$ cat src/spq_pkg.sv
// ----------------------------------------------------------------------------
// spq_pkg
// Shared types, constants and fixed-point helpers of the sprite quad generator.
// ----------------------------------------------------------------------------
package spq_pkg;

    localparam int MAX_SPRITES = 16384;
    localparam int VERT_WRAP   = 4 * MAX_SPRITES;
    localparam int VCOUNT_W    = $clog2(VERT_WRAP);
    localparam int QUEUE_DEPTH = 2;
    localparam int QPTR_W      = (QUEUE_DEPTH > 1) ? $clog2(QUEUE_DEPTH) : 1;
    localparam int QCNT_W      = $clog2(QUEUE_DEPTH + 1);
    localparam int DIV_STEPS   = 48;
    localparam int DIVCNT_W    = $clog2(DIV_STEPS);

    localparam logic [30:0] ASPECT_ONE  = 31'h0001_0000;
    localparam logic [1:0]  CORNER_LAST = 2'd3;
    localparam logic [1:0]  CORNER_TL   = 2'd0;

    typedef struct packed {
        logic signed [31:0] half_w;
        logic signed [31:0] half_h;
        logic signed [31:0] pivot_x;
        logic signed [31:0] pivot_y;
        logic signed [31:0] trim_scale_x;
        logic signed [31:0] trim_scale_y;
        logic signed [31:0] trim_shift_x;
        logic signed [31:0] trim_shift_y;
        logic [30:0]        aspect;
        logic [63:0]        tex_rect;
        logic [2:0]         sprite_flags;
        logic [15:0]        tex_id;
    } sprite_t;

    typedef struct packed {
        logic [15:0]        vert_index;
        logic [1:0]         corner;
        logic signed [31:0] pos_x;
        logic signed [31:0] pos_y;
        logic [15:0]        tex_u;
        logic [15:0]        tex_v;
        logic               batch_start;
        logic               quad_last;
    } vertex_t;

    typedef enum logic [1:0] {
        DERIVE_NONE,
        DERIVE_H,
        DERIVE_W
    } derive_mode_t;

    // One classified sprite waiting for the back end.
    typedef struct packed {
        logic signed [31:0] half_w;
        logic signed [31:0] half_h;
        logic signed [31:0] pivot_x;
        logic signed [31:0] pivot_y;
        logic signed [31:0] trim_scale_x;
        logic signed [31:0] trim_scale_y;
        logic signed [31:0] trim_shift_x;
        logic signed [31:0] trim_shift_y;
        logic [30:0]        aspect;
        logic [63:0]        tex_rect;
        logic               flip_x;
        logic               flip_y;
        logic               last;
        logic               batch_start;
        derive_mode_t       mode;
    } job_t;

    typedef struct packed {
        logic full;
        logic empty;
    } q_status_t;

    typedef enum logic [2:0] {
        BK_IDLE,
        BK_DIV,
        BK_FULL,
        BK_MUL,
        BK_WB,
        BK_EMIT
    } back_state_t;

    typedef enum logic [2:0] {
        OP_DERIVE_W,
        OP_PX,
        OP_PY,
        OP_HW,
        OP_HH,
        OP_OX,
        OP_OY
    } mul_op_t;

    // Saturate a 48-bit signed value to 32 bits.
    function automatic logic signed [31:0] sat48(input logic signed [47:0] v);
        logic signed [31:0] r;
        if (v > 48'sh0000_7FFF_FFFF) begin
            r = 32'sh7FFF_FFFF;
        end else if (v < -48'sh0000_8000_0000) begin
            r = 32'sh8000_0000;
        end else begin
            r = v[31:0];
        end
        return r;
    endfunction

    // Q16.16 product: divide by 2^16 rounding toward zero, then saturate.
    function automatic logic signed [31:0] q_scale(input logic signed [63:0] prod);
        logic signed [63:0] adj;
        logic signed [63:0] shr;
        adj = prod + (prod[63] ? 64'sd65535 : 64'sd0);
        shr = adj >>> 16;
        return sat48(shr[47:0]);
    endfunction

endpackage

$ cat src/spq_front.sv
// ----------------------------------------------------------------------------
// spq_front
// Accepts sprites, picks the size derivation and tracks texture batches.
// ----------------------------------------------------------------------------
module spq_front (
    input  logic                clk,
    input  logic                rst_n,
    input  logic                sprite_valid,
    output logic                sprite_ready,
    input  spq_pkg::sprite_t    sprite,
    input  spq_pkg::q_status_t  qstat,
    output logic                push,
    output spq_pkg::job_t       job
);

    logic        batch_open_reg;
    logic        batch_open_next;
    logic [15:0] prev_tex_reg;
    logic [15:0] prev_tex_next;

    assign sprite_ready = !qstat.full;
    assign push         = sprite_valid && sprite_ready;

    always_comb
    begin
        job.half_w       = sprite.half_w;
        job.half_h       = sprite.half_h;
        job.pivot_x      = sprite.pivot_x;
        job.pivot_y      = sprite.pivot_y;
        job.trim_scale_x = sprite.trim_scale_x;
        job.trim_scale_y = sprite.trim_scale_y;
        job.trim_shift_x = sprite.trim_shift_x;
        job.trim_shift_y = sprite.trim_shift_y;
        job.aspect       = (sprite.aspect == '0) ? spq_pkg::ASPECT_ONE : sprite.aspect;
        job.tex_rect     = sprite.tex_rect;
        job.flip_x       = sprite.sprite_flags[0];
        job.flip_y       = sprite.sprite_flags[1];
        job.last         = sprite.sprite_flags[2];
        job.batch_start  = !batch_open_reg || (sprite.tex_id != prev_tex_reg);
        // A height of zero or less wins over a nonpositive width.
        if (sprite.half_h[31] || sprite.half_h == '0) begin
            job.mode = spq_pkg::DERIVE_H;
        end else if (sprite.half_w[31] || sprite.half_w == '0) begin
            job.mode = spq_pkg::DERIVE_W;
        end else begin
            job.mode = spq_pkg::DERIVE_NONE;
        end
    end

    always_comb
    begin
        batch_open_next = batch_open_reg;
        prev_tex_next   = prev_tex_reg;
        if (push) begin
            batch_open_next = !sprite.sprite_flags[2];
            prev_tex_next   = sprite.tex_id;
        end
    end

    always_ff @(posedge clk or negedge rst_n)
    begin
        if (!rst_n) begin
            batch_open_reg <= 1'b0;
            prev_tex_reg   <= '0;
        end else begin
            batch_open_reg <= batch_open_next;
            prev_tex_reg   <= prev_tex_next;
        end
    end

endmodule

$ cat config.mk
export PLATFORM = sky130hd
export DESIGN_NAME = spq_front
export DESIGN_NICKNAME = d
export VERILOG_FILES = /design/src/spq_pkg.sv /design/src/spq_front.sv
export SDC_FILE = /design/constraint.sdc
export NUM_CORES = 1
export LEC_CHECK = 0
export ABC_AREA = 1
export ABC_CLOCK_PERIOD_IN_PS = 1500
export BUFFER_PORTS_ARGS = -buffer_cell sky130_fd_sc_hd__buf_2
export CAP_MARGIN = 30
export CORE_AREA = 2 2 284 286
export CTS_BUF_LIST = sky130_fd_sc_hd__clkbuf_2
export CTS_CLUSTER_SIZE = 20
export DETAILED_ROUTE_END_ITERATION = 8
export DIE_AREA = 0 0 286 288
export SKIP_CTS_REPAIR_TIMING = 1
export SYNTH_ARGS = -nofsm -noshare
export SYNTH_HDL_FRONTEND = slang
export SYNTH_SLANG_ARGS = --single-unit
$ cat constraint.sdc
create_clock -name clk -period 1.5 [get_ports clk]
set_input_delay 0.15 -clock clk [delete_from_list [all_inputs] [get_ports clk]]
set_output_delay 0.15 -clock clk [all_outputs]
set_load 0.01 [all_outputs]
---- Word level (Yosys, flattened, before mapping) ----
Index checks and enable logic that the tools add are counted.
word-level totals
  input bits .............................. 375
  bits in registers ....................... 17
  word-level logic and storage cells ...... 16
  output and inout port bits .............. 359
operators by class
  multiplexer cells ....................... 3
  equality and inequality tests ........... 1
  reduce and logical (&&, ||, !) cells .... 10
operators with widths
  kind               number
  $logic_not 32->1   2
  $logic_not 31->1   1
  $mux 31            1
  $ne 16x16->1       1
  $mux 2             2
  $logic_not 1->1    3
  $logic_or 1x1->1   3
  $logic_and 1x1->1  1

---- Longest topological paths before layout ----
  depth in word-level cells ............... 4
  mapped depth ............................ 7
  gate-level depth less buffers ........... 7

---- Worst setup path before layout ----
No wires, ideal clock.
  path type ............................... register to output
  start ................................... reg prev_tex_reg[7]
  end ..................................... out job[2] (netlist name)
  data arrival time ....................... 0.844 ns
  stages on the path, launching flop included .. 6
  path slack .............................. 0.506 ns
  path through ............................ dfrtp_1 -> xor2_1 -> nor2_1 -> nand3_1 -> nor2_1 -> nand3_1
RTL lines
  element                   line             RTL
  start: declaration        spq_front.sv:18  logic [15:0] prev_tex_reg;
  start signal: assignment  spq_front.sv:67  prev_tex_reg <= prev_tex_next;
  end: declaration          spq_front.sv:13  output spq_pkg::job_t job

==> summary.md <==
| Metric | Value |
|---|---|
| Critical path's largest stage delay | `440 ps` |
| Nets | `793` |
| Design area | `3680 sq um` |
| Clock root cell | `clkbuf_2` |
| Period utilization | `106%` |
| Final Hold Vio Count | `0` |
| TritonCTS sink count | `17` |
| Compound-Gate Fraction of Synth Area | `2.91%` |
| Synth Area in Adders | `0%` |
| Number of routed nets with antenna violations | `0` |
| Final setup margin | `-91.0 ps` |
| Dpl ws | `133 ps` |
| Synth Area in XOR/XNOR | `1.64%` |
| Worst setup startpoint | `prev_tex_reg[11]` |
| Clk_lat worst skew | `290 ps` |
| Number of max-cap violations | `0` |
| Sequential share of the synthesized area | `11.4%` |
| DRC viols | `0` |
| Largest net degree at the start of global routing | `24` |
| Synth unique cells | `21` |
| Most common cell after layout, fill and taps aside | `buf_2` |
| Wire per inst | `21.0 um` |
| Final Util | `4.62%` |
| Drt pass-1 iters | `4` |
| PortBufs | `216` |
| Worst EP required | `1350 ps` |
| Slew Limit Fails | `0` |
| Die Y | `288 um` |
| Crit-path cells | `nand2_1 > o21ai_0 > nor2_1 > nand2_1 > nor2_2 > nand3_2 > buf_6` |
| Post-synthesis mux area share | `0%` |
| Critical Path End Type | `output port` |
| Min cycle time layout | `1590 ps` |
| RSZ-0062 raised after global routing | `yes` |
| Iter 0 DRT Violations | `192` |
| CP Launch Type | `register` |
| Fmax achieved | `0.629 GHz` |
| Number of global-route vias before repair | `2802` |
| Register-to-Register Path Depth | `2` |
| Net Count, Synth | `926` |
| Area of the die | `82400 sq um` |
| Vias post-DR | `2846` |
| GR Util All Layers | `7.05%` |
| Final Setup Violations | `1` |
| Die W | `286 um` |
| Maximum VDD drop | `458 uV` |
| Max Buffers Root-to-Sink | `2` |
| Synthesis Warnings | `0` |
| #FFs+latches synth | `17` |
| CTS tree | `built` |
| R2R Setup Slk | `840 ps` |
| Worst-path maximum fanout | `3` |
| R2R Path Start | `prev_tex_reg[2]` |
| Status | `finished with violations` |
| Initial core utilization | `4.70%` |
| Synth Cell Area | `3750 sq um` |
| # H-tree levels | `1` |
| Core Area | `79600 sq um` |
| Worst setup path category | `register to output port` |
| Clk pin slew, worst setup/hold paths | `180 ps` |
| Clk_skew | `0 ps` |
| Most used cell along the critical path | `nand2_1` |
| Placed cell area | `3600 sq um` |
| Buf+Inv Stages, Crit Path | `1` |
| Family with the most delay on the worst path | `simple AND/OR/NAND/NOR gates` |
| CTS Buf Count | `3` |
| Cell row count | `104` |
| Initial antenna violation count | `28` |
| Final Routed Wirelength | `31.2 mm` |
| Commonest cells after routing, fill and taps aside | `buf_2 (215), nor2_1 (62), nand2_1 (62)` |
| Share of layout cells above drive strength 1 | `56.8%` |
| Slew of the pin with the lowest slew margin | `406 ps` |
| Area grow syn2layout | `-1.84%` |
| Total I/O pin count | `734` |
| Largest family of logic cells by synthesized area | `buffers and inverters` |
| Slowest cell on crit path | `dfrtp_1` |
| Max reg flops | `16` |
| Final HPWL DP | `28.8 mm` |
| Total power | `1520 uW` |
| Power Density | `413 nW/um^2` |
| GRT overflow | `0` |
| Lkg Pwr | `0.00144 uW` |
| Syn Inst Count | `551` |
| Mean Syn Cell Area | `6.80 sq um` |
| RR Endpoint | `prev_tex_reg[2]` |
| Global-route wire length before repair | `35.8 mm` |
| Worst rel slew slack | `72.9%` |
| Setup crit end | `job[2]` |
| CP arrival | `1440 ps` |
| Hold crit path type | `input pin to register` |
| Violated checks | `setup timing` |
| Via density | `1.92` |
| Gpl congestion | `0.775` |
| Critical Path Stages | `7` |
| Post-synthesis simple-gate area fraction | `14.6%` |
cells by family after synthesis:
| logic type | count (synthesis) |
|---|---|
| buffers and inverters | 368 |
| DFF | 17 |
| AOI/OAI and AO/OA | 20 |
| and+or+nand+nor | 139 |
| xor gates and xnor gates | 7 |
report_power, final:
part / leakage, uW / internal (uW) / switching, uW / total [uW]
clock network: 0.0000167 / 70.6 / 152 / 223
logic: 0.00122 / 290 / 451 / 741
registers: 0.000210 / 515 / 41.2 / 557
total: 0.00144 / 876 / 644 / 1520
cells in the mapped netlist, drive strengths merged:
| library cell | number | area, sq um |
|---|---|---|
| a21o | 1 | 7.51 |
| buf | 326 | 2440 |
| clkbuf | 30 | 113 |
| dfrtp | 17 | 425 |
| inv | 12 | 45.1 |
| nand2 | 64 | 245 |
| nand3 | 3 | 15.0 |
| nand4 | 3 | 18.8 |
| nor2 | 66 | 253 |
| nor3 | 2 | 10.0 |
| o211ai | 1 | 7.51 |
| o21ai | 18 | 93.8 |
| or2 | 1 | 6.26 |
| xnor2 | 2 | 17.5 |
| xor2 | 5 | 43.8 |
layer usage:
metal,track usage (%),vias up,part of all wire (%)
met3,9.16,206,31
met4,6.19,20,10
met5,0,-,0.41
met1,5.45,1154,25
li1,-,1063,-
met2,8.60,403,34
worst min path at each step:
stage	start	to	slack, ps	cells after the start
floorplan	rst_n	batch_open_reg	-150	0
global placement	rst_n	prev_tex_reg[7]	100	1
detailed placement	rst_n	prev_tex_reg[7]	100	1
CTS	rst_n	prev_tex_reg[2]	-260	1
global route	sprite[18]	batch_open_reg	50	2
finish	sprite[18]	batch_open_reg	30	2
final cells by class:
class / instances / area, sq um
Fill cell: 9541 / 76000
Tap cell: 1060 / 1330
Timing Repair Buffer: 218 / 1100
Multi-Input combinational cell: 166 / 736
Sequential cell: 17 / 425
Inverter: 12 / 45.0
Clock buffer: 4 / 20.0
Antenna cell: 8 / 20.0
through the flow:
step           std cells  hold slack [ps]  TNS [ps]
6_report            1485             34.0     -91.0
4_1_cts             1476             -257      -121
5_1_grt             1481             53.8      -200
3_3_place_gp        1472             98.8         0
2_1_floorplan        551             -146         0
3_5_place_dp        1472             98.6         0
(Power assumes the default switching activity.)
