**config.mk**
```make
export PLATFORM = sky130hd
export DESIGN_NAME = spq_queue
export DESIGN_NICKNAME = d
export VERILOG_FILES = /design/src/spq_pkg.sv /design/src/spq_queue.sv
export SDC_FILE = /design/constraint.sdc
export NUM_CORES = 1
export LEC_CHECK = 0
export BUFFER_PORTS_ARGS = -buffer_cell sky130_fd_sc_hd__buf_2
export CAP_MARGIN = 10
export CORE_AREA = 2 2 281 283
export DETAILED_ROUTE_END_ITERATION = 8
export DIE_AREA = 0 0 283 285
export SKIP_LAST_GASP = 1
export SYNTH_ARGS = -nofsm -noshare
export SYNTH_HDL_FRONTEND = slang
export SYNTH_SLANG_ARGS = --single-unit
```
**constraint.sdc**
```tcl
create_clock -name clk -period 46.2 [get_ports clk]
set_input_delay 2.31 -clock clk [delete_from_list [all_inputs] [get_ports clk]]
set_output_delay 2.31 -clock clk [all_outputs]
set_load 0.05 [all_outputs]
```
**src/spq_pkg.sv**
```systemverilog
// ----------------------------------------------------------------------------
// spq_pkg
// Shared types, constants and fixed-point helpers of the sprite quad generator.
// ----------------------------------------------------------------------------
package spq_pkg;

    localparam int MAX_SPRITES = 16384;
    localparam int VERT_WRAP   = 4 * MAX_SPRITES;
    localparam int VCOUNT_W    = $clog2(VERT_WRAP);
    localparam int QUEUE_DEPTH = 2;
    localparam int QPTR_W      = (QUEUE_DEPTH > 1) ? $clog2(QUEUE_DEPTH) : 1;
    localparam int QCNT_W      = $clog2(QUEUE_DEPTH + 1);
    localparam int DIV_STEPS   = 48;
    localparam int DIVCNT_W    = $clog2(DIV_STEPS);

    localparam logic [30:0] ASPECT_ONE  = 31'h0001_0000;
    localparam logic [1:0]  CORNER_LAST = 2'd3;
    localparam logic [1:0]  CORNER_TL   = 2'd0;

    typedef struct packed {
        logic signed [31:0] half_w;
        logic signed [31:0] half_h;
        logic signed [31:0] pivot_x;
        logic signed [31:0] pivot_y;
        logic signed [31:0] trim_scale_x;
        logic signed [31:0] trim_scale_y;
        logic signed [31:0] trim_shift_x;
        logic signed [31:0] trim_shift_y;
        logic [30:0]        aspect;
        logic [63:0]        tex_rect;
        logic [2:0]         sprite_flags;
        logic [15:0]        tex_id;
    } sprite_t;

    typedef struct packed {
        logic [15:0]        vert_index;
        logic [1:0]         corner;
        logic signed [31:0] pos_x;
        logic signed [31:0] pos_y;
        logic [15:0]        tex_u;
        logic [15:0]        tex_v;
        logic               batch_start;
        logic               quad_last;
    } vertex_t;

    typedef enum logic [1:0] {
        DERIVE_NONE,
        DERIVE_H,
        DERIVE_W
    } derive_mode_t;

    // One classified sprite waiting for the back end.
    typedef struct packed {
        logic signed [31:0] half_w;
        logic signed [31:0] half_h;
        logic signed [31:0] pivot_x;
        logic signed [31:0] pivot_y;
        logic signed [31:0] trim_scale_x;
        logic signed [31:0] trim_scale_y;
        logic signed [31:0] trim_shift_x;
        logic signed [31:0] trim_shift_y;
        logic [30:0]        aspect;
        logic [63:0]        tex_rect;
        logic               flip_x;
        logic               flip_y;
        logic               last;
        logic               batch_start;
        derive_mode_t       mode;
    } job_t;

    typedef struct packed {
        logic full;
        logic empty;
    } q_status_t;

    typedef enum logic [2:0] {
        BK_IDLE,
        BK_DIV,
        BK_FULL,
        BK_MUL,
        BK_WB,
        BK_EMIT
    } back_state_t;

    typedef enum logic [2:0] {
        OP_DERIVE_W,
        OP_PX,
        OP_PY,
        OP_HW,
        OP_HH,
        OP_OX,
        OP_OY
    } mul_op_t;

    // Saturate a 48-bit signed value to 32 bits.
    function automatic logic signed [31:0] sat48(input logic signed [47:0] v);
        logic signed [31:0] r;
        if (v > 48'sh0000_7FFF_FFFF) begin
            r = 32'sh7FFF_FFFF;
        end else if (v < -48'sh0000_8000_0000) begin
            r = 32'sh8000_0000;
        end else begin
            r = v[31:0];
        end
        return r;
    endfunction

    // Q16.16 product: divide by 2^16 rounding toward zero, then saturate.
    function automatic logic signed [31:0] q_scale(input logic signed [63:0] prod);
        logic signed [63:0] adj;
        logic signed [63:0] shr;
        adj = prod + (prod[63] ? 64'sd65535 : 64'sd0);
        shr = adj >>> 16;
        return sat48(shr[47:0]);
    endfunction

endpackage

```
**src/spq_queue.sv**
```systemverilog
// ----------------------------------------------------------------------------
// spq_queue
// Short FIFO of classified sprites between the front and back ends.
// ----------------------------------------------------------------------------
module spq_queue (
    input  logic                clk,
    input  logic                rst_n,
    input  logic                push,
    input  spq_pkg::job_t       wr_job,
    input  logic                pop,
    output spq_pkg::job_t       head,
    output spq_pkg::q_status_t  qstat
);

    spq_pkg::job_t                entries_reg [spq_pkg::QUEUE_DEPTH];
    logic [spq_pkg::QPTR_W-1:0]   wr_ptr_reg;
    logic [spq_pkg::QPTR_W-1:0]   wr_ptr_next;
    logic [spq_pkg::QPTR_W-1:0]   rd_ptr_reg;
    logic [spq_pkg::QPTR_W-1:0]   rd_ptr_next;
    logic [spq_pkg::QCNT_W-1:0]   count_reg;
    logic [spq_pkg::QCNT_W-1:0]   count_next;
    logic                         do_push;
    logic                         do_pop;

    localparam logic [spq_pkg::QPTR_W-1:0] PTR_LAST = spq_pkg::QPTR_W'(spq_pkg::QUEUE_DEPTH - 1);
    localparam logic [spq_pkg::QCNT_W-1:0] CNT_FULL = spq_pkg::QCNT_W'(spq_pkg::QUEUE_DEPTH);

    assign qstat.full  = (count_reg == CNT_FULL);
    assign qstat.empty = (count_reg == '0);
    assign do_push     = push && !qstat.full;
    assign do_pop      = pop && !qstat.empty;
    assign head        = entries_reg[rd_ptr_reg];

    always_comb
    begin
        wr_ptr_next = wr_ptr_reg;
        rd_ptr_next = rd_ptr_reg;
        count_next  = count_reg;
        if (do_push) begin
            wr_ptr_next = (wr_ptr_reg == PTR_LAST) ? '0 : wr_ptr_reg + 1'b1;
        end
        if (do_pop) begin
            rd_ptr_next = (rd_ptr_reg == PTR_LAST) ? '0 : rd_ptr_reg + 1'b1;
        end
        if (do_push && !do_pop) begin
            count_next = count_reg + 1'b1;
        end else if (do_pop && !do_push) begin
            count_next = count_reg - 1'b1;
        end
    end

    always_ff @(posedge clk or negedge rst_n)
    begin
        if (!rst_n) begin
            wr_ptr_reg <= '0;
            rd_ptr_reg <= '0;
            count_reg  <= '0;
        end else begin
            wr_ptr_reg <= wr_ptr_next;
            rd_ptr_reg <= rd_ptr_next;
            count_reg  <= count_next;
        end
    end

    always_ff @(posedge clk)
    begin
        if (do_push) begin
            entries_reg[wr_ptr_reg] <= wr_job;
        end
    end

endmodule

```
; Word level (Yosys, flattened, before mapping)
; Memory sizes are Yosys's and may differ from the RTL's.
; Index checks and enable logic that the tools add are counted.
[op_classes]
n_addsub = 4
multipliers = 0
div = 0
magnitude_cmp = 0
eq_ne = 1
shift = 0
muxes = 6
bitwise = 0
reduce_logical = 10
[ops]
columns = cell, count
row1 = 1-bit logical AND, 4
row2 = 1-bit logical NOT, 4
row3 = 1-bit two-way mux, 4
row4 = 2-bit two-way mux, 2
row5 = 1-bit adder (second input constant), 2
row6 = 2-bit by 1-bit adder with 2-bit output (second input constant), 1
row7 = 2-bit == test (second input constant), 1
row8 = 2-bit logical NOT, 1
row9 = 2-bit nonzero test, 1
row10 = 2-bit by 1-bit subtractor with 2-bit output (second input constant), 1
[word_totals]
register_bits = 4
latch_bits = 0
mem_bits_rw = 714
romBits = 0
input_bits = 361
elab_cells = 25
memories = 1
[mem_list]
columns = name, depth, word_bits, read_ports, rd_ports_with_merged_regs, write_ports, line_no
row1 = entries_reg, 2, 357, 1, 0, 1, spq_queue.sv:15  ; spq_pkg::job_t entries_reg [spq_pkg::QUEUE_DEPTH];

; Longest topological paths before layout
[logic_depth]
ltp_word = 7
mapped_depth = 7

; Worst setup path before layout
; No wires, ideal clock.
[synth_path]
path_type = input to register
start = input port push
end = memory entries_reg[0][0] (netlist name), enable pin
t_arrival_ns = 17.173
path_slack_ns = 27.944
stages = 2
n_path_buf = 0
path_cell_list = nand2_1 > nor2_1
[synth_between]
elab_chain_cells = 3
[synth_lines]
columns = item, line_no
row1 = "start, declared", spq_queue.sv:8  ; input logic push,
row2 = 1-bit logical AND, spq_queue.sv:30  ; assign do_push = push && !qstat.full;
row3 = 1-bit two-way mux, spq_queue.sv:67  ; if (do_push) begin
row4 = 1-bit two-way mux (not written as such), spq_queue.sv:68  ; entries_reg[wr_ptr_reg] <= wr_job;
row5 = "end, declared", spq_queue.sv:15
; Every way passes these cells.

==> metrics.json <==
{
  "outcome": {"value": "complete, no violations"},
  "cts_tree": {"value": "yes"},
  "clk_path_buf_depth": {"value": 3},
  "worstHoldEndpoint": {"value": "count_reg[1]"},
  "critical_path_peak_fanout": {"value": 57},
  "synth_largest_area_cell": {"value": "sky130_fd_sc_hd__edfxtp_1"},
  "synth_edf_count": {"value": 714},
  "setup_tns": {"value": 0, "unit": "ns"},
  "hold_start": {"value": "count_reg[1]"},
  "timing.critical_path.required": {"value": 43.89, "unit": "ns"},
  "netlist_instances": {"value": 1130},
  "final_period_minus_worst_setup_slack": {"value": 6.99, "unit": "ns"},
  "worst-endpoint-arrival": {"value": 4.68, "unit": "ns"},
  "floorplan.die.height": {"value": 285, "unit": "µm"},
  "yosys-top-cells-area": {"value": "sky130_fd_sc_hd__edfxtp_1 (79%), sky130_fd_sc_hd__mux2_4 (17%), sky130_fd_sc_hd__mux2_2 (2.3%)"},
  "grt_overall_usage": {"value": 14.8, "unit": "%"},
  "dp_hpwl": {"value": 42500, "unit": "µm"},
  "worstPathCellList": {"value": "buf_4, buf_4, buf_4, mux2_2, buf_2"},
  "die_ar": {"value": 80700, "unit": "µm²"},
  "fill_cells": {"value": 6845},
  "leakagePower": {"value": 0.0136, "unit": "µW"},
  "syn_to_final_growth": {"value": 26.2, "unit": "%"},
  "holdPathStages": {"value": 1},
  "via_count": {"value": 13600},
  "minimum_setup_slack_in_the_final_design": {"value": 39.21, "unit": "ns"},
  "clock_latency": {"value": 0.61, "unit": "ns"},
  "vdd_ir_drop_max": {"value": 0.0555, "unit": "mV"},
  "routedWlPerCell": {"value": 20.5, "unit": "µm"},
  "buffers_inserted_during_post_cts_setup_optimization": {"value": 0},
  "synth_largest_type_area_fraction": {"value": 78.6, "unit": "%"},
  "clkSlewWorstSetupHoldPaths": {"value": 0.06, "unit": "ns"},
  "async_reset_ff_share": {"value": 0.557, "unit": "%"},
  "area_of_the_mapped_netlist": {"value": 27300, "unit": "µm²"},
  "critical-path-top-cell-by-count": {"value": "sky130_fd_sc_hd__buf_4"},
  "synthesis.yosys.warnings": {"value": 0},
  "synth.most_common_cell": {"value": "sky130_fd_sc_hd__edfxtp_1"},
  "synth_top_flop_cell": {"value": "sky130_fd_sc_hd__edfxtp_1"},
  "slew_violations": {"value": 0},
  "max_clock_freq": {"value": 143, "unit": "MHz"},
  "place_worst_setup_slack": {"value": 39.79, "unit": "ns"},
  "wire_length_of_the_first_global_routing_pass": {"value": 90000, "unit": "µm"},
  "layout.nets": {"value": 2261},
  "placedCellCount": {"value": 2871},
  "setup-violations-final": {"value": 0},
  "drt_iter0_drc": {"value": 683},
  "post-route-drc-count": {"value": 0},
  "synth.avg_cell_area": {"value": 24.1, "unit": "µm²"},
  "final_util": {"value": 44.1, "unit": "%"},
  "wl": {"value": 61800, "unit": "µm"},
  "reg2regPathDepth": {"value": 6},
  "postSynthNetCount": {"value": 1492},
  "maximum_number_of_pins_on_one_net_before_global_route_repair": {"value": 156},
  "design.core.area": {"value": 78000, "unit": "µm²"},
  "largest_register_ffs": {"value": 714},
  "critPathCaptureType": {"value": "output pin"},
  "layout-drive-gt1-share": {"value": 61.0, "unit": "%"},
  "overall_power": {"value": 2690, "unit": "µW"},
  "setup.reg_to_reg.worst_slack": {"value": 42.20, "unit": "ns"},
  "cts_sinks": {"value": 718},
  "cap_viol_max_count": {"value": 0},
  "cell_variety_after_synth": {"value": 17},
  "worst_pin_slew": {"value": 1.18, "unit": "ns"},
  "die_width": {"value": 283, "unit": "µm"},
  "h-tree-depth": {"value": 3},
  "highest_cell_delay_on_the_worst_timing_path": {"value": 0.94, "unit": "ns"},
  "number_of_buffers_added_by_the_clock_tree_synthesis_step": {"value": 76},
  "worstHoldPathType": {"value": "reg -> reg"},
  "cts.repair.resized": {"value": 0},
  "yosysSeqAreaShare": {"value": 79.0, "unit": "%"},
  "r2r-start": {"value": "count_reg[0]"},
  "final_min_period_over_clock_period": {"value": 15.1, "unit": "%"},
  "io-pin-count": {"value": 720},
  "timing.clock.skew": {"value": 0.0273, "unit": "ns"},
  "gp_congestion": {"value": 0.823},
  "r2r_end": {"value": "entries_reg[0][257]"},
  "initial_core_util": {"value": 35.0, "unit": "%"},
  "grt_antenna_before_repair": {"value": 21},
  "critical_path.startpoint_type": {"value": "flop"},
  "hold_violations": {"value": 0},
  "drt-pass1-iter-count": {"value": 5},
  "count_of_input_and_output_buffers": {"value": 719},
  "relSlewSlack": {"value": 21.1, "unit": "%"},
  "synth_top_cells_by_count": {"value": "sky130_fd_sc_hd__edfxtp_1 (714), sky130_fd_sc_hd__mux2_4 (301), sky130_fd_sc_hd__mux2_2 (56)"},
  "route.detailed.vias_per_inst": {"value": 4.49},
  "postRouteAntennaNets": {"value": 0},
  "root_buffer": {"value": "sky130_fd_sc_hd__clkbuf_16"},
  "rsz_0062_raised_after_global_routing": {"value": "false"},
  "instances_no_fill": {"value": 3019},
  "globalRouteOverflowTotal": {"value": 0},
  "synth-seq-cells": {"value": 718},
  "critical_path_class": {"value": "reg -> out"},
  "holdBufCountCts": {"value": 0},
  "multi_input_comb_area": {"value": 5250, "unit": "µm²"},
  "std_cell_rows": {"value": 103},
  "critical-path-slowest-cell": {"value": "sky130_fd_sc_hd__dfrtp_4"},
  "power_per_cell_area": {"value": 78.1, "unit": "nW/µm²"},
  "number_of_global_route_vias_before_repair": {"value": 14400},
  "layout.area.seq": {"value": 21500, "unit": "µm²"}
}
cell type report:
class                      count  share of cell area [%]
multi-input combinational    370                    15.3
tap                         1050                    3.82
sequential                   718                    62.6
antenna                        9                  0.0654
timing repair buffer         731                    10.8
inverter                       2                  0.0218
clock buffer                  91                    5.75
clock inverter                48                    1.66
placed cells by master, fill, tap and decap left out, types with 2 or more instances in the layout:
master	Yosys	layout
sky130_fd_sc_hd__buf_2	3	719
sky130_fd_sc_hd__edfxtp_1	714	714
sky130_fd_sc_hd__mux2_4	301	301
sky130_fd_sc_hd__clkbuf_16	0	77
sky130_fd_sc_hd__mux2_2	56	56
sky130_fd_sc_hd__clkinv_1	0	21
sky130_fd_sc_hd__clkbuf_1	0	14
sky130_fd_sc_hd__bufinv_16	0	10
sky130_fd_sc_hd__diode_2	0	9
sky130_fd_sc_hd__buf_4	0	9
sky130_fd_sc_hd__clkinv_2	0	6
sky130_fd_sc_hd__clkinv_4	0	4
sky130_fd_sc_hd__xnor2_1	3	3
sky130_fd_sc_hd__dfrtp_1	4	3
sky130_fd_sc_hd__buf_12	2	3
sky130_fd_sc_hd__inv_1	2	2
sky130_fd_sc_hd__nor2_1	3	2
sky130_fd_sc_hd__xor2_1	2	2
sky130_fd_sc_hd__clkinv_16	0	2
sky130_fd_sc_hd__inv_16	0	2
sky130_fd_sc_hd__inv_6	0	2
worst max path at each step:
stage | to | from | slack [ns] | depth (start not counted)
3_5_place_dp | head[317] | rd_ptr_reg | 39.79 | 5
3_3_place_gp | head[324] | rd_ptr_reg | 39.87 | 5
2_1_floorplan | entries_reg[0][0] | push | 27.94 | 2
4_1_cts | head[317] | rd_ptr_reg | 39.09 | 5
5_1_grt | head[315] | rd_ptr_reg | 38.95 | 5
6_report | head[317] | rd_ptr_reg | 39.21 | 5
worst max-delay path, delay by kind of cell, from the launching register on:
family / cells / cell delay, ns
buf+inv: 4 / 2.54
flops: 1 / 0.94
mux: 1 / 0.42
layer usage:
metal	vias up	GRT usage, %	wire [µm]
li1	6086	-	-
met1	6726	16.4	22600
met2	603	25.5	31200
met3	131	5.46	5950
met4	12	6.30	2070
met5	-	0	80
stage by stage:
stage | instance area (µm²) | hold slack [ns]
floorplan | 27300 | 0.461
global placement | 31800 | 0.498
detailed placement | 31800 | 0.511
CTS | 34400 | 0.528
global route | 34400 | 0.570
finish | 34400 | 0.527
cell families (layout without fill, tap and decap cells):
kind of cell / after synthesis / after routing / share of synthesized area (%)
mux: 357 / 357 / 18.9
simple gates: 6 / 6 / 0.101
fa+ha+maj: 1 / 1 / 0.0459
buf+inv: 42 / 872 / 1.83
xor+xnor: 5 / 5 / 0.161
other cells: 0 / 9 / 0
compound gates: 1 / 1 / 0.0183
flops: 718 / 718 / 79.0
report_power, final:
part	total [µW]	internal, µW	switching, µW	leakage, µW
logic	1130	341	792	0.00565
registers	938	894	44.7	0.00668
clock network	618	366	252	0.00124
total	2690	1600	1090	0.0136
Note: power is estimated with default switching activity, not from simulation.
