`config.mk`:
```
export PLATFORM = sky130hd
export DESIGN_NAME = spq_back
export DESIGN_NICKNAME = d
export VERILOG_FILES = /design/src/spq_pkg.sv /design/src/spq_div.sv /design/src/spq_back.sv
export SDC_FILE = /design/constraint.sdc
export NUM_CORES = 2
export LEC_CHECK = 0
export BUFFER_PORTS_ARGS = -buffer_cell sky130_fd_sc_hd__buf_2
export CORE_MARGIN = 2
export CORE_UTILIZATION = 35
export CTS_CLUSTER_DIAMETER = 60
export CTS_CLUSTER_SIZE = 10
export DETAILED_ROUTE_END_ITERATION = 8
export HOLD_SLACK_MARGIN = 0.06
export PLACE_DENSITY_LB_ADDON = 0.15
export SYNTH_ARGS = -nofsm -noshare
export SYNTH_HDL_FRONTEND = slang
export SYNTH_SLANG_ARGS = --single-unit
export TNS_END_PERCENT = 30
```
`constraint.sdc`:
```
create_clock -name clk -period 33 [get_ports clk]
set_clock_uncertainty 0.1 [all_clocks]
set_input_delay 3.3 -clock clk [delete_from_list [all_inputs] [get_ports clk]]
set_output_delay 3.3 -clock clk [all_outputs]
set_load 0.01 [all_outputs]
```
`src/spq_pkg.sv`:
```
// ----------------------------------------------------------------------------
// spq_pkg
// Shared types, constants and fixed-point helpers of the sprite quad generator.
// ----------------------------------------------------------------------------
package spq_pkg;

    localparam int MAX_SPRITES = 16384;
    localparam int VERT_WRAP   = 4 * MAX_SPRITES;
    localparam int VCOUNT_W    = $clog2(VERT_WRAP);
    localparam int QUEUE_DEPTH = 2;
    localparam int QPTR_W      = (QUEUE_DEPTH > 1) ? $clog2(QUEUE_DEPTH) : 1;
    localparam int QCNT_W      = $clog2(QUEUE_DEPTH + 1);
    localparam int DIV_STEPS   = 48;
    localparam int DIVCNT_W    = $clog2(DIV_STEPS);

    localparam logic [30:0] ASPECT_ONE  = 31'h0001_0000;
    localparam logic [1:0]  CORNER_LAST = 2'd3;
    localparam logic [1:0]  CORNER_TL   = 2'd0;

    typedef struct packed {
        logic signed [31:0] half_w;
        logic signed [31:0] half_h;
        logic signed [31:0] pivot_x;
        logic signed [31:0] pivot_y;
        logic signed [31:0] trim_scale_x;
        logic signed [31:0] trim_scale_y;
        logic signed [31:0] trim_shift_x;
        logic signed [31:0] trim_shift_y;
        logic [30:0]        aspect;
        logic [63:0]        tex_rect;
        logic [2:0]         sprite_flags;
        logic [15:0]        tex_id;
    } sprite_t;

    typedef struct packed {
        logic [15:0]        vert_index;
        logic [1:0]         corner;
        logic signed [31:0] pos_x;
        logic signed [31:0] pos_y;
        logic [15:0]        tex_u;
        logic [15:0]        tex_v;
        logic               batch_start;
        logic               quad_last;
    } vertex_t;

    typedef enum logic [1:0] {
        DERIVE_NONE,
        DERIVE_H,
        DERIVE_W
    } derive_mode_t;

    // One classified sprite waiting for the back end.
    typedef struct packed {
        logic signed [31:0] half_w;
        logic signed [31:0] half_h;
        logic signed [31:0] pivot_x;
        logic signed [31:0] pivot_y;
        logic signed [31:0] trim_scale_x;
        logic signed [31:0] trim_scale_y;
        logic signed [31:0] trim_shift_x;
        logic signed [31:0] trim_shift_y;
        logic [30:0]        aspect;
        logic [63:0]        tex_rect;
        logic               flip_x;
        logic               flip_y;
        logic               last;
        logic               batch_start;
        derive_mode_t       mode;
    } job_t;

    typedef struct packed {
        logic full;
        logic empty;
    } q_status_t;

    typedef enum logic [2:0] {
        BK_IDLE,
        BK_DIV,
        BK_FULL,
        BK_MUL,
        BK_WB,
        BK_EMIT
    } back_state_t;

    typedef enum logic [2:0] {
        OP_DERIVE_W,
        OP_PX,
        OP_PY,
        OP_HW,
        OP_HH,
        OP_OX,
        OP_OY
    } mul_op_t;

    // Saturate a 48-bit signed value to 32 bits.
    function automatic logic signed [31:0] sat48(input logic signed [47:0] v);
        logic signed [31:0] r;
        if (v > 48'sh0000_7FFF_FFFF) begin
            r = 32'sh7FFF_FFFF;
        end else if (v < -48'sh0000_8000_0000) begin
            r = 32'sh8000_0000;
        end else begin
            r = v[31:0];
        end
        return r;
    endfunction

    // Q16.16 product: divide by 2^16 rounding toward zero, then saturate.
    function automatic logic signed [31:0] q_scale(input logic signed [63:0] prod);
        logic signed [63:0] adj;
        logic signed [63:0] shr;
        adj = prod + (prod[63] ? 64'sd65535 : 64'sd0);
        shr = adj >>> 16;
        return sat48(shr[47:0]);
    endfunction

endpackage

```
`src/spq_div.sv`:
```
// ----------------------------------------------------------------------------
// spq_div
// Bit-serial Q16.16 divider of a signed half size by the positive aspect.
// ----------------------------------------------------------------------------
module spq_div (
    input  logic                clk,
    input  logic                rst_n,
    input  logic                start,
    input  logic signed [31:0]  dividend,
    input  logic [30:0]         divisor,
    output logic                done,
    output logic signed [31:0]  quotient
);

    logic                          busy_reg;
    logic                          done_reg;
    logic [spq_pkg::DIVCNT_W-1:0]  cnt_reg;
    logic [47:0]                   bits_reg;
    logic [30:0]                   rem_reg;
    logic [30:0]                   dsr_reg;
    logic                          neg_reg;
    logic [31:0]                   mag;
    logic [31:0]                   trial;
    logic                          fits;
    logic signed [48:0]            signed_q;

    assign mag   = dividend[31] ? (~dividend + 32'd1) : dividend;
    assign trial = {rem_reg, bits_reg[47]};
    assign fits  = (trial >= {1'b0, dsr_reg});

    // The magnitude quotient is at most 2^47, so 49 signed bits hold it.
    assign signed_q = neg_reg ? -$signed({1'b0, bits_reg}) : $signed({1'b0, bits_reg});
    assign quotient = spq_pkg::sat48(signed_q[47:0]);
    assign done     = done_reg;

    always_ff @(posedge clk or negedge rst_n)
    begin
        if (!rst_n) begin
            busy_reg <= 1'b0;
            done_reg <= 1'b0;
            cnt_reg  <= '0;
        end else begin
            done_reg <= 1'b0;
            if (start) begin
                busy_reg <= 1'b1;
                cnt_reg  <= spq_pkg::DIVCNT_W'(spq_pkg::DIV_STEPS - 1);
            end else if (busy_reg) begin
                cnt_reg <= cnt_reg - 1'b1;
                if (cnt_reg == '0) begin
                    busy_reg <= 1'b0;
                    done_reg <= 1'b1;
                end
            end
        end
    end

    always_ff @(posedge clk)
    begin
        if (start) begin
            bits_reg <= {mag, 16'h0000};
            rem_reg  <= '0;
            dsr_reg  <= divisor;
            neg_reg  <= dividend[31];
        end else if (busy_reg) begin
            bits_reg <= {bits_reg[46:0], fits};
            rem_reg  <= fits ? 31'(trial - {1'b0, dsr_reg}) : trial[30:0];
        end
    end

endmodule

```
`src/spq_back.sv`:
```
// ----------------------------------------------------------------------------
// spq_back
// Computes the quad geometry of one sprite and emits its four vertices.
// ----------------------------------------------------------------------------
module spq_back (
    input  logic                clk,
    input  logic                rst_n,
    input  spq_pkg::q_status_t  qstat,
    input  spq_pkg::job_t       head,
    output logic                pop,
    output logic                vert_valid,
    input  logic                vert_ready,
    output spq_pkg::vertex_t    vert
);

    spq_pkg::back_state_t           state_reg;
    spq_pkg::back_state_t           state_next;
    spq_pkg::mul_op_t               op_reg;
    spq_pkg::mul_op_t               op_next;
    spq_pkg::job_t                  job_reg;
    logic signed [31:0]             hw_reg;
    logic signed [31:0]             hh_reg;
    logic signed [31:0]             fw_reg;
    logic signed [31:0]             fh_reg;
    logic signed [31:0]             px_reg;
    logic signed [31:0]             py_reg;
    logic signed [31:0]             ox_reg;
    logic signed [31:0]             oy_reg;
    logic signed [63:0]             prod_reg;
    logic [1:0]                     corner_reg;
    logic [spq_pkg::VCOUNT_W-1:0]   vcount_reg;
    logic [spq_pkg::VCOUNT_W-1:0]   vcount_next;
    spq_pkg::vertex_t               out_reg;
    logic                           out_valid_reg;

    logic                           load_vert;
    logic                           div_start;
    logic                           div_done;
    logic signed [31:0]             div_q;
    logic signed [31:0]             mul_a;
    logic signed [31:0]             mul_b;
    logic signed [31:0]             mul_res;
    logic signed [33:0]             pos_x_wide;
    logic signed [33:0]             pos_y_wide;
    logic signed [32:0]             fw_wide;
    logic signed [32:0]             fh_wide;
    spq_pkg::vertex_t               vert_new;

    localparam logic [spq_pkg::VCOUNT_W-1:0] VCOUNT_LAST =
        spq_pkg::VCOUNT_W'(spq_pkg::VERT_WRAP - 1);

    spq_div u_div (
        .clk      (clk),
        .rst_n    (rst_n),
        .start    (div_start),
        .dividend (head.half_w),
        .divisor  (head.aspect),
        .done     (div_done),
        .quotient (div_q)
    );

    // Next state.
    always_comb
    begin
        state_next = state_reg;
        case (state_reg)
            spq_pkg::BK_IDLE:
            begin
                if (!qstat.empty) begin
                    case (head.mode)
                        spq_pkg::DERIVE_H: state_next = spq_pkg::BK_DIV;
                        spq_pkg::DERIVE_W: state_next = spq_pkg::BK_MUL;
                        default:           state_next = spq_pkg::BK_FULL;
                    endcase
                end
            end
            spq_pkg::BK_DIV:
            begin
                if (div_done) begin
                    state_next = spq_pkg::BK_FULL;
                end
            end
            spq_pkg::BK_FULL: state_next = spq_pkg::BK_MUL;
            spq_pkg::BK_MUL:  state_next = spq_pkg::BK_WB;
            spq_pkg::BK_WB:
            begin
                case (op_reg)
                    spq_pkg::OP_DERIVE_W: state_next = spq_pkg::BK_FULL;
                    spq_pkg::OP_OY:       state_next = spq_pkg::BK_EMIT;
                    default:              state_next = spq_pkg::BK_MUL;
                endcase
            end
            spq_pkg::BK_EMIT:
            begin
                if (load_vert && corner_reg == spq_pkg::CORNER_LAST) begin
                    state_next = spq_pkg::BK_IDLE;
                end
            end
            default: state_next = spq_pkg::BK_IDLE;
        endcase
    end

    // Control outputs.
    always_comb
    begin
        pop       = (state_reg == spq_pkg::BK_IDLE) && !qstat.empty;
        div_start = pop && (head.mode == spq_pkg::DERIVE_H);
        load_vert = (state_reg == spq_pkg::BK_EMIT) && (!out_valid_reg || vert_ready);
        case (state_reg)
            spq_pkg::BK_IDLE: op_next = spq_pkg::OP_DERIVE_W;
            spq_pkg::BK_FULL: op_next = spq_pkg::OP_PX;
            spq_pkg::BK_WB:
            begin
                case (op_reg)
                    spq_pkg::OP_PX: op_next = spq_pkg::OP_PY;
                    spq_pkg::OP_PY: op_next = spq_pkg::OP_HW;
                    spq_pkg::OP_HW: op_next = spq_pkg::OP_HH;
                    spq_pkg::OP_HH: op_next = spq_pkg::OP_OX;
                    spq_pkg::OP_OX: op_next = spq_pkg::OP_OY;
                    default:        op_next = op_reg;
                endcase
            end
            default: op_next = op_reg;
        endcase
    end

    // Operand selection for the shared multiplier.
    always_comb
    begin
        case (op_reg)
            spq_pkg::OP_DERIVE_W:
            begin
                mul_a = hh_reg;
                mul_b = $signed({1'b0, job_reg.aspect});
            end
            spq_pkg::OP_PX:
            begin
                mul_a = job_reg.pivot_x;
                mul_b = fw_reg;
            end
            spq_pkg::OP_PY:
            begin
                mul_a = job_reg.pivot_y;
                mul_b = fh_reg;
            end
            spq_pkg::OP_HW:
            begin
                mul_a = hw_reg;
                mul_b = job_reg.trim_scale_x;
            end
            spq_pkg::OP_HH:
            begin
                mul_a = hh_reg;
                mul_b = job_reg.trim_scale_y;
            end
            spq_pkg::OP_OX:
            begin
                mul_a = job_reg.trim_shift_x;
                mul_b = fw_reg;
            end
            default:
            begin
                mul_a = job_reg.trim_shift_y;
                mul_b = fh_reg;
            end
        endcase
    end

    assign mul_res = spq_pkg::q_scale(prod_reg);
    assign fw_wide = {hw_reg, 1'b0};
    assign fh_wide = {hh_reg, 1'b0};

    // Corner positions are formed exactly in 34 bits and saturated once.
    always_comb
    begin
        logic signed [33:0] hx;
        logic signed [33:0] hy;
        logic               ur;
        logic               vb;
        hx = {{2{hw_reg[31]}}, hw_reg};
        hy = {{2{hh_reg[31]}}, hh_reg};
        ur = corner_reg[0] ^ job_reg.flip_x;
        vb = corner_reg[1] ^ job_reg.flip_y;
        pos_x_wide = (corner_reg[0] ? hx : -hx)
                   - {{2{px_reg[31]}}, px_reg} + {{2{ox_reg[31]}}, ox_reg};
        pos_y_wide = (corner_reg[1] ? -hy : hy)
                   - {{2{py_reg[31]}}, py_reg} + {{2{oy_reg[31]}}, oy_reg};
        vert_new.vert_index  = 16'(vcount_reg);
        vert_new.corner      = corner_reg;
        vert_new.pos_x       = spq_pkg::sat48({{14{pos_x_wide[33]}}, pos_x_wide});
        vert_new.pos_y       = spq_pkg::sat48({{14{pos_y_wide[33]}}, pos_y_wide});
        vert_new.tex_u       = ur ? job_reg.tex_rect[47:32] : job_reg.tex_rect[15:0];
        vert_new.tex_v       = vb ? job_reg.tex_rect[63:48] : job_reg.tex_rect[31:16];
        vert_new.batch_start = (corner_reg == spq_pkg::CORNER_TL) && job_reg.batch_start;
        vert_new.quad_last   = (corner_reg == spq_pkg::CORNER_LAST);
    end

    // The last sprite of a list restarts the count after its fourth vertex.
    always_comb
    begin
        vcount_next = vcount_reg;
        if (load_vert) begin
            if (corner_reg == spq_pkg::CORNER_LAST && job_reg.last) begin
                vcount_next = '0;
            end else if (vcount_reg == VCOUNT_LAST) begin
                vcount_next = '0;
            end else begin
                vcount_next = vcount_reg + 1'b1;
            end
        end
    end

    always_ff @(posedge clk or negedge rst_n)
    begin
        if (!rst_n) begin
            state_reg     <= spq_pkg::BK_IDLE;
            op_reg        <= spq_pkg::OP_DERIVE_W;
            corner_reg    <= '0;
            vcount_reg    <= '0;
            out_valid_reg <= 1'b0;
        end else begin
            state_reg  <= state_next;
            op_reg     <= op_next;
            vcount_reg <= vcount_next;
            if (pop) begin
                corner_reg <= '0;
            end else if (load_vert) begin
                corner_reg <= corner_reg + 1'b1;
            end
            if (load_vert) begin
                out_valid_reg <= 1'b1;
            end else if (vert_ready) begin
                out_valid_reg <= 1'b0;
            end
        end
    end

    always_ff @(posedge clk)
    begin
        if (pop) begin
            job_reg <= head;
            hw_reg  <= head.half_w;
            hh_reg  <= head.half_h;
        end
        if (state_reg == spq_pkg::BK_DIV && div_done) begin
            hh_reg <= div_q;
        end
        if (state_reg == spq_pkg::BK_FULL) begin
            fw_reg <= spq_pkg::sat48({{15{fw_wide[32]}}, fw_wide});
            fh_reg <= spq_pkg::sat48({{15{fh_wide[32]}}, fh_wide});
        end
        if (state_reg == spq_pkg::BK_MUL) begin
            prod_reg <= mul_a * mul_b;
        end
        if (state_reg == spq_pkg::BK_WB) begin
            case (op_reg)
                spq_pkg::OP_DERIVE_W: hw_reg <= mul_res;
                spq_pkg::OP_PX:       px_reg <= mul_res;
                spq_pkg::OP_PY:       py_reg <= mul_res;
                spq_pkg::OP_HW:       hw_reg <= mul_res;
                spq_pkg::OP_HH:       hh_reg <= mul_res;
                spq_pkg::OP_OX:       ox_reg <= mul_res;
                default:              oy_reg <= mul_res;
            endcase
        end
        if (load_vert) begin
            out_reg <= vert_new;
        end
    end

    assign vert_valid = out_valid_reg;
    assign vert       = out_reg;

endmodule

```
## After elaboration in Yosys (flattened, before gate mapping)

Index checks and enable logic that the tools add are counted.

- Flip-flop bits (word level): 871
- Bits of input ports: 362

- Add/sub/neg operators: 13
- Equality and inequality tests: 19
- Reduce and logical (&&, ||, !) cells: 28
- Bitwise gates (word level): 4
- $lt $le $gt $ge: 13
- Mux-type cells: 49
- Multipliers: 1

Operators by type and width:

| cell | count |
|---|---|
| 2-to-1 mux 32 bit | 16 |
| one-hot mux 32 bit (5 select lines) | 1 |
| 2-to-1 mux 48 bit | 3 |
| one-hot mux 32 bit (4 select lines) | 1 |
| greater-than comparator 48 x 32 -> 1 bit, second input constant | 2 |
| < comparator 48 x 32 -> 1 bit, second input constant | 2 |
| 2-to-1 mux 16 bit | 5 |
| adder 34 bit | 2 |
| greater-than comparator 34 x 32 -> 1 bit, second input constant | 2 |
| < comparator 34 x 32 -> 1 bit, second input constant | 2 |
| 2-to-1 mux 34 bit | 2 |
| negation 34 bit | 2 |
| subtractor 34 bit | 2 |
| greater-than comparator 33 x 32 -> 1 bit, second input constant | 2 |
| < comparator 33 x 32 -> 1 bit, second input constant | 2 |
| adder 64 x 17 -> 64 bit | 1 |
| multiplier 32 x 32 -> 64 bit | 1 |
| negation 48 bit | 1 |
| adder 32 x 1 -> 32 bit, second input constant | 1 |
| greater-or-equal comparator 32 x 31 -> 1 bit | 1 |
| inverter 32 bit | 1 |
| 2-to-1 mux 31 bit | 1 |
| subtractor 31 bit | 1 |
| one-hot mux 3 bit (6 select lines) | 1 |
| other kinds (34) | 72 |

## Logic depth before layout (Yosys ltp)

- Word-level depth: 8
- Mapped depth: 37
- Gate-level depth less buffers: 33

## Cells and area by module

From an unflattened synthesis, not the netlist that was laid out.

- Cells, all modules: 7897
- Area total of the unflattened synthesis: 80243.2 sq um

Modules (own cells, without submodules):

| module | instances | area an instance (sq um) | cells each |
|---|---|---|---|
| spq_back | 1 | 71832.6 | 6967 |
| spq_div | 1 | 8410.6 | 930 |

## Worst setup path before layout

Ideal clock, no wire load.

- Path type: input to output
- Start: input port qstat[0] in the netlist's numbering
- End: output port pop
- Path slack: 17.489 ns
- Path buffers: 2
- Arrival time: 12.111 ns
- Stages on the path: 5
- Cells stage by stage: nor2_1 nand2_1 inv_2 clkbuf_1 clkbuf_1

- Cells in the longest elaborated chain, start to end: 2

Ends and longest elaborated chain:

| what | RTL line | text |
|---|---|---|
| from (decl) | spq_back.sv:8 | `input spq_pkg::q_status_t qstat,` |
| logical NOT 1 bit | spq_back.sv:106 | `pop = (state_reg == spq_pkg::BK_IDLE) && !qstat.empty;` |
| logical AND 1 bit | spq_back.sv:106 |  |
| to (decl) | spq_back.sv:10 | `output logic pop,` |

Every way passes these cells.

## Worst setup path after layout

- Start: register op_reg[0]
- End: register prod_reg[61], data pin

- Cells in the longest elaborated chain, start to end: 4
- Elaborated cells between the ends (all ways): 11
- Those cells by class: 1 x mul; 5 x eq/ne; 2 x mux; 3 x reduce/logical

Ends and longest elaborated chain:

| what | RTL line | text |
|---|---|---|
| from (decl) | spq_back.sv:18 | `spq_pkg::mul_op_t op_reg;` |
| from (signal assigned) | spq_back.sv:217 | `op_reg <= spq_pkg::OP_DERIVE_W;` |
| from (signal assigned) | spq_back.sv:223 | `op_reg <= op_next;` |
| == test 3 bit (tied with other cells) | spq_back.sv:130 | `case (op_reg)` |
| OR reduction 2 bit (no source line) | -- |  |
| one-hot mux 32 bit (5 select lines) or one-hot mux 32 bit (4 select lines) (tied branches) | spq_back.sv:130 |  |
| multiplier 32 x 32 -> 64 bit (*) | spq_back.sv:253 | `prod_reg <= mul_a * mul_b;` |
| to (signal assigned) | spq_back.sv:253 |  |
| to (decl) | spq_back.sv:29 | `logic signed [63:0] prod_reg;` |

Every way passes the cells marked *; elsewhere a longest branch is shown, timed or not.
A chain may end at the register's enable or synchronous reset.

==> insert_results.sql <==
INSERT INTO impl_metrics (metric_group, metric, value, unit) VALUES
('run_status', 'run_status', 'finished, violations left', ''),
('run_status', 'violations_in_the_final_reports', 'max-capacitance violations', ''),
('placement', 'gp_routability_congestion', '0.943', ''),
('detailed_routing', 'routed_wl', '312', 'mm'),
('floorplan', 'core_area', '228000', 'µm²'),
('cells_and_area', 'drive_above_1_share', '0.118', ''),
('clock_tree', 'cts.root.buffer_cell', 'sky130_fd_sc_hd__clkbuf_16', ''),
('placement', 'detailedPlacementHpwl', '245', 'mm'),
('floorplan', 'row_count', '175', ''),
('synth', 'postSynthRegisterBits', '871', ''),
('worst_setup_path', 'timing.critical_path.fanout_max', '38', ''),
('synth', 'post-synth-top-area-fraction', '0.287', ''),
('sta', 'layout_min_cycle_time', '13.56', 'ns'),
('sta', 'max_freq', '73.8', 'MHz'),
('global_routing', 'gr-total-overflow', '0', ''),
('detailed_routing', 'drc', '0', ''),
('cells_and_area', 'synthesis_to_finish_area_growth', '12.1', '%'),
('job', 'drv.max_cap_violation_count', '1', ''),
('global_routing', 'grt_pass1_wl', '443', 'mm'),
('cells_and_area', 'largest_register_ff_count', '291', ''),
('synth', 'syn-mean-instance-area', '10.2', 'µm²'),
('clock_tree', 'tritoncts', 'done', ''),
('worst_setup_path', 'critical_path_data_required_time', '33.43', 'ns'),
('detailed_routing', 'routed_via_density', '5.41', ''),
('synth', 'synthDominantAreaCellType', 'sky130_fd_sc_hd__fa_1', ''),
('sta', 'setup_tns', '0', 'ns'),
('clock_tree', 'cts.reportedPaths.clkPinSlew', '0.06', 'ns'),
('worst_setup_path', 'timing.critical_path.slowest_stage_cell', 'sky130_fd_sc_hd__o31ai_1', ''),
('clock_tree', 'cts_setup_buffers', '0', ''),
('floorplan', 'design.die.area', '233000', 'µm²'),
('synth', 'async_flop_share', '0.0379', ''),
('floorplan', 'die_height', '483', 'µm'),
('sta', 'max-slew-margin-rel', '0.00883', ''),
('sta', 'tightest_slew', '1.47', 'ns'),
('worst_setup_path', 'timing.critical_path.slowest_cell_delay', '0.88', 'ns'),
('detailed_routing', 'ant_nets', '0', ''),
('synth', 'synth_seq_area_share', '0.310', ''),
('clock_tree', 'post_cts.resized_instances', '0', ''),
('global_routing', 'grt_pass1_vias', '61802', ''),
('floorplan', 'die_x', '483', 'µm'),
('worst_setup_path', 'timing_worst_setup_path_type', 'reg2reg', ''),
('synth', 'synth.top_cells.by_area', 'sky130_fd_sc_hd__fa_1 (29%), sky130_fd_sc_hd__edfxtp_1 (27%), sky130_fd_sc_hd__inv_1 (5.5%)', ''),
('detailed_routing', 'route.vias.total', '61237', ''),
('floorplan', 'ios', '480', ''),
('synth', 'syn-num-nets', '9675', ''),
('worst_setup_path', 'startpoint_type', 'flop', ''),
('worst_setup_path', 'crit_path_end_kind', 'flop', ''),
('detailed_routing', 'wl_per_cell', '27.6', 'µm'),
('clock_tree', 'clock_tree.buffer_depth', '3', ''),
('sta', 'setup_viol', '0', ''),
('sta', 'min_period_over_period', '0.411', ''),
('synth', 'number_of_instances_in_the_synthesized_netlist', '7853', ''),
('global_routing', 'grt_start_max_net_pins', '141', ''),
('synth', 'syn-cell-area', '80200', 'µm²'),
('global_routing', 'grt.total_usage', '0.265', ''),
('cells_and_area', 'post_layout_nonfiller_instances', '11310', ''),
('placement', 'cell_count_after_placement', '11099', ''),
('worst_setup_path', 'library_cell_appearing_most_often_on_the_critical_path', 'sky130_fd_sc_hd__fa_1', ''),
('sta', 'timing.final.hold_violations', '0', ''),
('synth', 'synth_top_flop_cell', 'sky130_fd_sc_hd__edfxtp_1', ''),
('clock_tree', 'cts.sink_count', '871', ''),
('clock_tree', 'htreeDepth', '3', ''),
('cells_and_area', 'fillerInstances', '22518', ''),
('floorplan', 'start_util', '0.352', ''),
('clock_tree', 'cts_hold_repair.buffers', '0', ''),
('placement', 'port_buffers', '478', ''),
('sta', 'report.final.slew_viol_count', '0', ''),
('detailed_routing', 'first_pass_iters', '6', ''),
('sta', 'rsz0062_at_grt', 'false', ''),
('worst_setup_path', 'cp_data_arrival_time', '13.99', 'ns'),
('global_routing', 'number_of_antenna_violations_at_the_first_check_in_global_routing', '35', ''),
('clock_tree', 'insertion_delay', '0.80', 'ns'),
('synth', 'yosysUniqueCellTypes', '87', ''),
('hold_path', 'min-delay-path-class', 'reg2reg', ''),
('synth', 'synth-warning-count', '0', ''),
('clock_tree', 'cts_buffers', '111', ''),
('detailed_routing', 'drt-initial-drc-count', '5920', ''),
('synth', 'number_of_enable_flip_flop_cells_after_synthesis', '727', ''),
('cells_and_area', 'finalNetCount', '10025', '');
[path summary, 6_finish.rpt]
kind	startpoint	slack, ns	endpoint	depth (start not counted)
worst min register to register	u_div.rem_reg[2]	0.38	u_div.rem_reg[2]	2
min in group asynchronous	rst_n	2.63	state_reg[1]	1
worst max-delay path	op_reg[0]	19.44	prod_reg[61]	33
worst max register to register	op_reg[0]	19.44	prod_reg[61]	33
worst min-delay path	u_div.rem_reg[2]	0.38	u_div.rem_reg[2]	2
max in group asynchronous	rst_n	29.38	op_reg[1]	1
[layer usage]
| metal | vias to the layer above | wire length, µm | GRT usage |
|---|---|---|---|
| met1 | 31632 | 128000 | 0.352 |
| met5 | - | 136 | 0 |
| met4 | 22 | 18000 | 0.132 |
| li1 | 26479 | - | - |
| met3 | 529 | 22900 | 0.0395 |
| met2 | 2575 | 143000 | 0.424 |
[synthesized netlist by cell type, types with 44 or more instances]
master                        n
sky130_fd_sc_hd__and2_1      50
sky130_fd_sc_hd__dfxtp_1    111
sky130_fd_sc_hd__clkbuf_1   366
sky130_fd_sc_hd__inv_1     1179
sky130_fd_sc_hd__nor2_1     730
sky130_fd_sc_hd__o31ai_1     51
sky130_fd_sc_hd__a31oi_1     67
sky130_fd_sc_hd__nor3_1      65
sky130_fd_sc_hd__o21a_1      51
sky130_fd_sc_hd__o21ai_0    328
sky130_fd_sc_hd__buf_1       44
sky130_fd_sc_hd__ha_1       311
sky130_fd_sc_hd__fa_1      1149
sky130_fd_sc_hd__a21oi_1    288
sky130_fd_sc_hd__nand2_1    823
sky130_fd_sc_hd__nand3_1    100
sky130_fd_sc_hd__and3_1      53
sky130_fd_sc_hd__nand2b_1    79
sky130_fd_sc_hd__a21o_1     138
sky130_fd_sc_hd__mux2i_1    115
sky130_fd_sc_hd__xnor2_1    183
sky130_fd_sc_hd__xor2_1     147
sky130_fd_sc_hd__edfxtp_1   727
[kinds of logic after synthesis]
group	after synthesis	synth area share
xor gates and xnor gates	330	0.0360
AOI/OAI and AO/OA	1315	0.106
buffers and inverters	1602	0.0753
and+or+nand+nor	2091	0.113
muxes	154	0.0198
adders and majority gates	1490	0.339
DFF	871	0.310
[cell usage in the layout, fill, tap and decap left out, types with 110 or more instances in the layout]
| cell | netlist | layout |
|---|---|---|
| sky130_fd_sc_hd__a21o_1 | 138 | 138 |
| sky130_fd_sc_hd__a21oi_1 | 288 | 280 |
| sky130_fd_sc_hd__buf_2 | 5 | 478 |
| sky130_fd_sc_hd__buf_4 | 1 | 177 |
| sky130_fd_sc_hd__clkbuf_16 | 0 | 112 |
| sky130_fd_sc_hd__dfxtp_1 | 111 | 110 |
| sky130_fd_sc_hd__edfxtp_1 | 727 | 727 |
| sky130_fd_sc_hd__fa_1 | 1149 | 1149 |
| sky130_fd_sc_hd__ha_1 | 311 | 311 |
| sky130_fd_sc_hd__inv_1 | 1179 | 1177 |
| sky130_fd_sc_hd__mux2i_1 | 115 | 115 |
| sky130_fd_sc_hd__nand2_1 | 823 | 822 |
| sky130_fd_sc_hd__nor2_1 | 730 | 722 |
| sky130_fd_sc_hd__o21ai_0 | 328 | 319 |
| sky130_fd_sc_hd__xnor2_1 | 183 | 181 |
| sky130_fd_sc_hd__xor2_1 | 147 | 147 |
[stage by stage]
stage          utilization  setup slack (ns)  instance area (µm²)  hold slack [ns]
6_report             0.395             19.44                89900            0.383
5_1_grt              0.395             19.09                89900            0.413
4_1_cts              0.395             19.57                89900            0.388
3_5_place_dp         0.380             19.58                86500            0.379
3_3_place_gp         0.380             19.66                86500            0.359
2_1_floorplan            -             17.49                80200            0.344
[worst max-delay path: cells and delay by family (launching register included)]
kind	cells	cell delay, ns
adders and majority gates	9	4.50
and+or+nand+nor	7	2.21
buffers and inverters	8	1.58
AOI/OAI and AO/OA	9	4.08
DFF	1	0.72
[cell type report]
type                            count  area [µm²]  area share
Clock inverter                     31         344     0.00383
Timing Repair Buffer              656        3740      0.0416
Sequential cell                   871       24900       0.277
Multi-Input combinational cell   5380       49600       0.552
Tap cell                         3009        3760      0.0419
Inverter                         1183        4450      0.0495
Antenna cell                       15        37.5    0.000417
Clock buffer                      165        3060      0.0341
Power is not shown: default switching activity piles up to over one toggle a cycle in this logic, so the estimate is an artifact.
